**config.mk**
```make
export PLATFORM = sky130hd
export DESIGN_NAME = most_frequent_value_finder
export DESIGN_NICKNAME = d
export VERILOG_FILES = /design/src/hdl/mfv_pkg.sv /design/src/hdl/mfv_ram.sv /design/src/hdl/mfv_queue.sv /design/src/hdl/mfv_front.sv /design/src/hdl/mfv_back.sv /design/src/hdl/most_frequent_value_finder.sv
export SDC_FILE = /design/constraint.sdc
export NUM_CORES = 2
export LEC_CHECK = 0
export BUFFER_PORTS_ARGS = -buffer_cell sky130_fd_sc_hd__buf_4
export CORE_ASPECT_RATIO = 1.4
export CORE_UTILIZATION = 55
export CTS_CLUSTER_DIAMETER = 100
export DETAILED_ROUTE_END_ITERATION = 7
export PLACE_DENSITY = 0.71
export SLEW_MARGIN = 20
export SYNTH_ARGS = -nofsm -noshare
export SYNTH_HDL_FRONTEND = slang
export SYNTH_SLANG_ARGS = --single-unit
```
**constraint.sdc**
```tcl
create_clock -name aclk -period 6.6 [get_ports aclk]
set_input_delay 0.66 -clock aclk [delete_from_list [all_inputs] [get_ports aclk]]
set_output_delay 0.66 -clock aclk [all_outputs]
set_load 0.005 [all_outputs]
```
**src/hdl/mfv_pkg.sv**
```systemverilog
// Shared types and constants for the most frequent value finder.
package mfv_pkg;

    localparam int VALUE_W   = 32;
    localparam int MCOUNT_W  = 7;
    localparam int QDEPTH    = 2;
    localparam int S_TDATA_W = 32;
    localparam int M_TDATA_W = 40;

    typedef struct packed {
        logic [VALUE_W-1:0] value;
        logic               store;
        logic               close;
        logic               ovf;
    } req_t;

    typedef enum logic [2:0] {
        B_LOAD,
        B_CAND,
        B_SCAN,
        B_EVAL,
        B_OUT
    } back_state_t;

endpackage

```
**src/hdl/mfv_ram.sv**
```systemverilog
// Generic RAM: one write port, two registered read ports.
module mfv_ram #(
    parameter int WIDTH = 32,
    parameter int DEPTH = 64
) (
    input  logic                     aclk,
    input  logic                     we,
    input  logic [$clog2(DEPTH)-1:0] waddr,
    input  logic [WIDTH-1:0]         wdata,
    input  logic [$clog2(DEPTH)-1:0] raddr_a,
    output logic [WIDTH-1:0]         rdata_a,
    input  logic [$clog2(DEPTH)-1:0] raddr_b,
    output logic [WIDTH-1:0]         rdata_b
);

    logic [WIDTH-1:0] mem [DEPTH];

    always_ff @(posedge aclk) begin
        if (we) begin
            mem[waddr] <= wdata;
        end
        rdata_a <= mem[raddr_a];
        rdata_b <= mem[raddr_b];
    end

endmodule

```
**src/hdl/mfv_queue.sv**
```systemverilog
// Short request queue between the front and back parts.
module mfv_queue (
    input  logic          aclk,
    input  logic          aresetn,
    input  logic          push,
    input  mfv_pkg::req_t push_req,
    output logic          full,
    input  logic          pop,
    output mfv_pkg::req_t pop_req,
    output logic          empty
);

    localparam int PTR_W = (mfv_pkg::QDEPTH > 1) ? $clog2(mfv_pkg::QDEPTH) : 1;
    localparam int CNT_W = $clog2(mfv_pkg::QDEPTH + 1);

    mfv_pkg::req_t    entry_reg [mfv_pkg::QDEPTH];
    logic [PTR_W-1:0] wr_ptr_reg, wr_ptr_next;
    logic [PTR_W-1:0] rd_ptr_reg, rd_ptr_next;
    logic [CNT_W-1:0] count_reg, count_next;

    assign full    = (count_reg == CNT_W'(mfv_pkg::QDEPTH));
    assign empty   = (count_reg == '0);
    assign pop_req = entry_reg[rd_ptr_reg];

    always_comb begin
        wr_ptr_next = wr_ptr_reg;
        rd_ptr_next = rd_ptr_reg;
        count_next  = count_reg;
        if (push && !full) begin
            wr_ptr_next = (wr_ptr_reg == PTR_W'(mfv_pkg::QDEPTH - 1)) ? '0
                                                                    : wr_ptr_reg + 1'b1;
        end
        if (pop && !empty) begin
            rd_ptr_next = (rd_ptr_reg == PTR_W'(mfv_pkg::QDEPTH - 1)) ? '0
                                                                    : rd_ptr_reg + 1'b1;
        end
        count_next = count_reg + CNT_W'(push && !full) - CNT_W'(pop && !empty);
    end

    always_ff @(posedge aclk) begin
        if (!aresetn) begin
            wr_ptr_reg <= '0;
            rd_ptr_reg <= '0;
            count_reg  <= '0;
        end else begin
            wr_ptr_reg <= wr_ptr_next;
            rd_ptr_reg <= rd_ptr_next;
            count_reg  <= count_next;
        end
    end

    always_ff @(posedge aclk) begin
        if (push && !full) begin
            entry_reg[wr_ptr_reg] <= push_req;
        end
    end

endmodule

```
**src/hdl/mfv_front.sv**
```systemverilog
// Front part: accepts input requests, drops overflow elements, marks set close.
module mfv_front #(
    parameter int STORE_DEPTH = 64
) (
    input  logic                          aclk,
    input  logic                          aresetn,
    input  logic                          s_tvalid,
    output logic                          s_tready,
    input  logic [mfv_pkg::VALUE_W-1:0]   s_tdata,
    input  logic                          s_tlast,
    input  logic                          q_full,
    output logic                          push,
    output mfv_pkg::req_t                 push_req
);

    localparam int CNT_W = $clog2(STORE_DEPTH + 1);

    logic [CNT_W-1:0] fcount_reg, fcount_next;
    logic             ovf_reg, ovf_next;
    logic             accept;
    logic             room;

    assign s_tready = !q_full;
    assign accept   = s_tvalid && !q_full;
    assign room     = (fcount_reg < CNT_W'(STORE_DEPTH));

    always_comb begin
        push_req.value = s_tdata;
        push_req.store = room;
        push_req.close = s_tlast;
        push_req.ovf   = ovf_reg || !room;
        push           = accept && (room || s_tlast);
    end

    always_comb begin
        fcount_next = fcount_reg;
        ovf_next    = ovf_reg;
        if (accept) begin
            if (s_tlast) begin
                fcount_next = '0;
                ovf_next    = 1'b0;
            end else if (room) begin
                fcount_next = fcount_reg + 1'b1;
            end else begin
                ovf_next = 1'b1;
            end
        end
    end

    always_ff @(posedge aclk) begin
        if (!aresetn) begin
            fcount_reg <= '0;
            ovf_reg    <= 1'b0;
        end else begin
            fcount_reg <= fcount_next;
            ovf_reg    <= ovf_next;
        end
    end

endmodule

```
**src/hdl/mfv_back.sv**
```systemverilog
// Back part: stores elements, runs the counting pass and holds the result.
module mfv_back #(
    parameter int STORE_DEPTH = 64
) (
    input  logic                           aclk,
    input  logic                           aresetn,
    input  logic                           q_empty,
    input  mfv_pkg::req_t                  pop_req,
    output logic                           pop,
    output logic                           m_tvalid,
    input  logic                           m_tready,
    output logic [mfv_pkg::VALUE_W-1:0]    mode_value,
    output logic [mfv_pkg::MCOUNT_W-1:0]   mode_count,
    output logic                           overflow
);

    localparam int CNT_W  = $clog2(STORE_DEPTH + 1);
    localparam int ADDR_W = $clog2(STORE_DEPTH);

    mfv_pkg::back_state_t state_reg, state_next;

    logic [CNT_W-1:0]            n_reg, n_next;
    logic [CNT_W-1:0]            i_reg, i_next;
    logic [CNT_W-1:0]            j_reg, j_next;
    logic [CNT_W-1:0]            cnt_reg, cnt_next;
    logic [CNT_W-1:0]            best_cnt_reg, best_cnt_next;
    logic [mfv_pkg::VALUE_W-1:0] best_val_reg, best_val_next;
    logic                        ovf_reg, ovf_next;
    logic                        pend_reg, pend_next;

    logic                        we;
    logic [mfv_pkg::VALUE_W-1:0] cand;
    logic [mfv_pkg::VALUE_W-1:0] probe;
    logic                        better;
    logic                        last_cand;

    mfv_ram #(
        .WIDTH (mfv_pkg::VALUE_W),
        .DEPTH (STORE_DEPTH)
    ) u_ram (
        .aclk    (aclk),
        .we      (we),
        .waddr   (n_reg[ADDR_W-1:0]),
        .wdata   (pop_req.value),
        .raddr_a (i_reg[ADDR_W-1:0]),
        .rdata_a (cand),
        .raddr_b (j_reg[ADDR_W-1:0]),
        .rdata_b (probe)
    );

    assign better = (cnt_reg > best_cnt_reg) ||
                    ((cnt_reg == best_cnt_reg) && ($signed(cand) < $signed(best_val_reg)));
    assign last_cand = ((i_reg + 1'b1) == n_reg);

    assign mode_value = best_val_reg;
    assign mode_count = mfv_pkg::MCOUNT_W'(best_cnt_reg);
    assign overflow   = ovf_reg;

    // next state
    always_comb begin
        state_next = state_reg;
        unique case (state_reg)
            mfv_pkg::B_LOAD: begin
                if (!q_empty && pop_req.close) begin
                    state_next = mfv_pkg::B_CAND;
                end
            end
            mfv_pkg::B_CAND: state_next = mfv_pkg::B_SCAN;
            mfv_pkg::B_SCAN: begin
                if (j_reg == n_reg) begin
                    state_next = mfv_pkg::B_EVAL;
                end
            end
            mfv_pkg::B_EVAL: state_next = last_cand ? mfv_pkg::B_OUT : mfv_pkg::B_CAND;
            mfv_pkg::B_OUT: begin
                if (m_tready) begin
                    state_next = mfv_pkg::B_LOAD;
                end
            end
            default: state_next = mfv_pkg::B_LOAD;
        endcase
    end

    // outputs
    always_comb begin
        pop      = (state_reg == mfv_pkg::B_LOAD) && !q_empty;
        we       = pop && pop_req.store;
        m_tvalid = (state_reg == mfv_pkg::B_OUT);
    end

    // datapath
    always_comb begin
        n_next        = n_reg;
        i_next        = i_reg;
        j_next        = j_reg;
        cnt_next      = cnt_reg;
        best_cnt_next = best_cnt_reg;
        best_val_next = best_val_reg;
        ovf_next      = ovf_reg;
        pend_next     = 1'b0;
        unique case (state_reg)
            mfv_pkg::B_LOAD: begin
                if (pop) begin
                    if (pop_req.store) begin
                        n_next = n_reg + 1'b1;
                    end
                    if (pop_req.close) begin
                        ovf_next      = pop_req.ovf;
                        i_next        = '0;
                        best_cnt_next = '0;
                        best_val_next = '0;
                    end
                end
            end
            mfv_pkg::B_CAND: begin
                j_next   = '0;
                cnt_next = '0;
            end
            mfv_pkg::B_SCAN: begin
                cnt_next = cnt_reg + CNT_W'(pend_reg && (probe == cand));
                if (j_reg != n_reg) begin
                    j_next    = j_reg + 1'b1;
                    pend_next = 1'b1;
                end
            end
            mfv_pkg::B_EVAL: begin
                if (better) begin
                    best_cnt_next = cnt_reg;
                    best_val_next = cand;
                end
                i_next = i_reg + 1'b1;
            end
            mfv_pkg::B_OUT: begin
                if (m_tready) begin
                    n_next = '0;
                end
            end
            default: ;
        endcase
    end

    always_ff @(posedge aclk) begin
        if (!aresetn) begin
            state_reg <= mfv_pkg::B_LOAD;
            n_reg     <= '0;
            pend_reg  <= 1'b0;
        end else begin
            state_reg <= state_next;
            n_reg     <= n_next;
            pend_reg  <= pend_next;
        end
    end

    always_ff @(posedge aclk) begin
        i_reg        <= i_next;
        j_reg        <= j_next;
        cnt_reg      <= cnt_next;
        best_cnt_reg <= best_cnt_next;
        best_val_reg <= best_val_next;
        ovf_reg      <= ovf_next;
    end

endmodule

```
**src/hdl/most_frequent_value_finder.sv**
```systemverilog
// Top level of the most frequent value finder.
//
// Input stream: one signed 32-bit element per request; tlast closes the set.
// Elements beyond STORE_DEPTH are dropped and flagged as overflow.
// Output stream: one request per closed set carrying the most frequent value
// (smallest among ties), its count and the overflow flag.
// Elements are loaded into the element RAM through a two-entry request queue.
// After the closing element the counting pass reads the element RAM with two
// read ports, taking each stored element in turn as the candidate and counting
// its matches among all stored elements; tvalid rises when the pass ends.
// While the pass runs or a result waits, the front keeps taking elements of
// the next set until the queue fills, then drops tready.
// A stalled result holds its value until m_tready. Reset (aresetn low,
// synchronous) empties the queue and the set; stored RAM data is not cleared.
module most_frequent_value_finder #(
    parameter int STORE_DEPTH = 64
) (
    input  logic                            aclk,
    input  logic                            aresetn,
    input  logic                            s_tvalid,
    output logic                            s_tready,
    input  logic [mfv_pkg::S_TDATA_W-1:0]   s_tdata,   // [31:0] value
    input  logic                            s_tlast,
    output logic                            m_tvalid,
    input  logic                            m_tready,
    output logic [mfv_pkg::M_TDATA_W-1:0]   m_tdata,   // [31:0] mode_value, [38:32] mode_count
    output logic                            m_tuser    // [0] overflow
);

    logic                          q_full;
    logic                          q_empty;
    logic                          push;
    logic                          pop;
    mfv_pkg::req_t                 push_req;
    mfv_pkg::req_t                 pop_req;
    logic [mfv_pkg::VALUE_W-1:0]   mode_value;
    logic [mfv_pkg::MCOUNT_W-1:0]  mode_count;

    mfv_front #(
        .STORE_DEPTH (STORE_DEPTH)
    ) u_front (
        .aclk     (aclk),
        .aresetn  (aresetn),
        .s_tvalid (s_tvalid),
        .s_tready (s_tready),
        .s_tdata  (s_tdata),
        .s_tlast  (s_tlast),
        .q_full   (q_full),
        .push     (push),
        .push_req (push_req)
    );

    mfv_queue u_queue (
        .aclk     (aclk),
        .aresetn  (aresetn),
        .push     (push),
        .push_req (push_req),
        .full     (q_full),
        .pop      (pop),
        .pop_req  (pop_req),
        .empty    (q_empty)
    );

    mfv_back #(
        .STORE_DEPTH (STORE_DEPTH)
    ) u_back (
        .aclk       (aclk),
        .aresetn    (aresetn),
        .q_empty    (q_empty),
        .pop_req    (pop_req),
        .pop        (pop),
        .m_tvalid   (m_tvalid),
        .m_tready   (m_tready),
        .mode_value (mode_value),
        .mode_count (mode_count),
        .overflow   (m_tuser)
    );

    assign m_tdata = {1'b0, mode_count, mode_value};

endmodule

```
==> metrics.txt <==
routed wire length between 200000 and 300000 um; All-Layer GR Usage a little under a third; unrepaired setup endpoints after global routing no; Async SR Flop Fraction 0%; port bufs 78; row cnt 187; CP Cell Sequence mux2i_1 -> nor4_2 -> nand3_1 -> nor2_4 -> buf_4; most numerous cell in the Yosys netlist edfxtp_1; CTS H-tree depth 4; fill count about 13000; Area contributors post-synth edfxtp_1 (64%), mux4_2 (27%), dfxtp_1 (1.7%); RePlAce Congestion ~0.9; Initial DRC Count roughly 7500; worst slew pin tran ~1200 ps; M1 WL 98660 um; vias per inst 7.212; Leakage 35.22 nW; final worst-path cycle share between 60 and 70%; synthesized net count roughly 4900; detailed-placement wirelength estimate approximately 180000 um; Ports 80; post-route ant nets 0; max layer used met5; final design utilization roughly three fifths; clock slew at reported path FFs around 60 ps; clock sinks 2267; TritonCTS clock tree yes; DR WL met2 around 150000 um; Clock Skew roughly 29 ps; slew margin rel. between 20% and 30%; power after layout approximately 46 mW; Synth-to-Final Area Change 10.99%; final worst path period need 4305 ps; total iterations of the first detailed-routing run 6; Crit. End Element register; max FFs per register 2048; cell taking the most area after synthesis edfxtp_1; Synth warnings 0; pins over their slew limit 0; Cell variety after synth 58; Peak VDD IR 0.3098 mV; gr ovfl total 0; Core ar. between 0.15 and 0.2 mm^2; pwr dens around 400 mW/mm^2; Hold/Removal Path Class input pin to register; Initial Util 55.33%; CTS buffer count 202; Crit path largest cell delay 1000 ps; largest net degree at the start of global routing 131; CP Data Required Time ~7100 ps; Die Span Y between 500 and 600 um; worst-path fanout max 35; crit start category register; synth cell count leaders edfxtp_1 (2179), mux4_2 (1228), nor2_1 (178); DRC 0; # setup viols final 0; WS Path Type register to register; dpl cells slightly above 7000; Worst Path Arrival between 4000 and 5000 ps; number of cells upsized or downsized after cts 0; status finished, final reports clean; post-route insts no fill between 7000 and 8000; # nets final about 5000; syn_area_per_cell 21.44 um^2; final hold slack around 56 ps; share of layout cells above drive strength 1 between 30% and 40%; CTS root buffer clkbuf_16; top-area cell type share of the netlist area between 60% and 70%; vias in the first global route 56106; top_reg_cell synth edfxtp_1; Final Hold Fails 0; post-synthesis sequential area ratio between 60% and 70%; via count 54516; fin area about 0.11 mm^2; placed cell areas 0.1069 mm^2; final worst slack roughly 2300 ps; Fmax 232.3 MHz; met3 wire len 27830 um; #FFs+latches synth 2267; first-pass GRT wire length 408000 um; initial antenna violation count 13; slowest cell on the critical path nor2_4; setup TNS 0 ps; Post-Syn Area 0.1025 mm^2; die width about 370 um; CP delay by family, top simple AND/OR/NAND/NOR gates; Post-Synthesis Cells 4782; EDFF count, synth about 2200; CTS max path bufs 3; worst path buffer plus inverter count 1; Max-Cap Viols 0; Clk Latency, worst-skew pair between 800 and 900 ps; worst slack at placement approximately 2300 ps; wire length per cell between 30 and 40 um; die area ~0.19 mm^2
-- worst paths after layout --
path / from / endpoint / slack (ps) / cells past startpoint
worst max-delay path: register / u_back.u_ram.mem[6][8]$_DFFE_PP_ / 2300 / 5
worst min-delay path: s_tlast / u_queue.entry_reg[1][1]$_DFFE_PP_ / 60 / 1
worst max register to register: register / u_back.u_ram.mem[6][8]$_DFFE_PP_ / 2300 / 5
worst min register to register: u_front.ovf_reg$_SDFFE_PN0P_ / u_front.ovf_reg$_SDFFE_PN0P_ / 500 / 2
-- layout by cell type (no fill, tap or decap), drive strengths merged, types with 17 or more instances in the layout --
master          n
nor2          178
xor2           24
nor4           18
ha             46
clkbuf        262
buf           268
mux4         1228
a31oi          31
a22oi          43
dlygate4sd3    32
o22ai          74
o221ai         23
mux2i          39
nand3          17
xnor2          48
mux2           36
nor2b          29
nand2          73
and2           49
dfxtp          88
a21oi          21
clkinv         84
a211oi         25
inv            51
nand4          19
edfxtp       2179
-- layout make-up --
class	count	area (um^2)	share of cell area, %
repair buffers	300	2715	2.386
clock inverters	108	952.2	0.8366
multi-input cells	2113	34090	29.95
well taps	2457	3074	2.701
inverters	49	191.4	0.1682
diodes	3	7.507	0.006596
clock buffers	262	5582	4.904
flip-flops and latches	2267	67200	59.04
-- power breakdown --
group / total (mW) / internal (mW) / switching [mW] / leakage [nW]
Clock: 11.8 / 6.57 / 5.24 / 3.21
Combinational: 15.3 / 6.41 / 8.91 / 11.6
Sequential: 18.5 / 17.9 / 0.655 / 20.4
-- timing repair --
action                    in CTS  in global routing
hold buffers                  32                  0
hold endpoints to repair      64                  0
buffers inserted               0                  0
-- logic make-up after synthesis --
| logic type | after synthesis | share of synthesized area (%) |
|---|---|---|
| DFF | 2267 | 65.53 |
| muxes | 1303 | 27.75 |
| and+or+nand+nor | 440 | 2.083 |
| buffers and inverters | 402 | 1.746 |
| AOI/OAI and AO/OA | 249 | 1.669 |
| xor gates and xnor gates | 74 | 0.6589 |
| adders and majority gates | 46 | 0.5613 |
| other | 1 | 0.003657 |
-- routing by layer --
metal / up-vias / global-route usage [%]
li1: 21217 / -
met1: 29488 / 39.18
met2: 3208 / 52.56
met3: 593 / 6.209
met4: 10 / 12.01
met5: - / 0
Note: power is estimated with default switching activity, not from simulation.
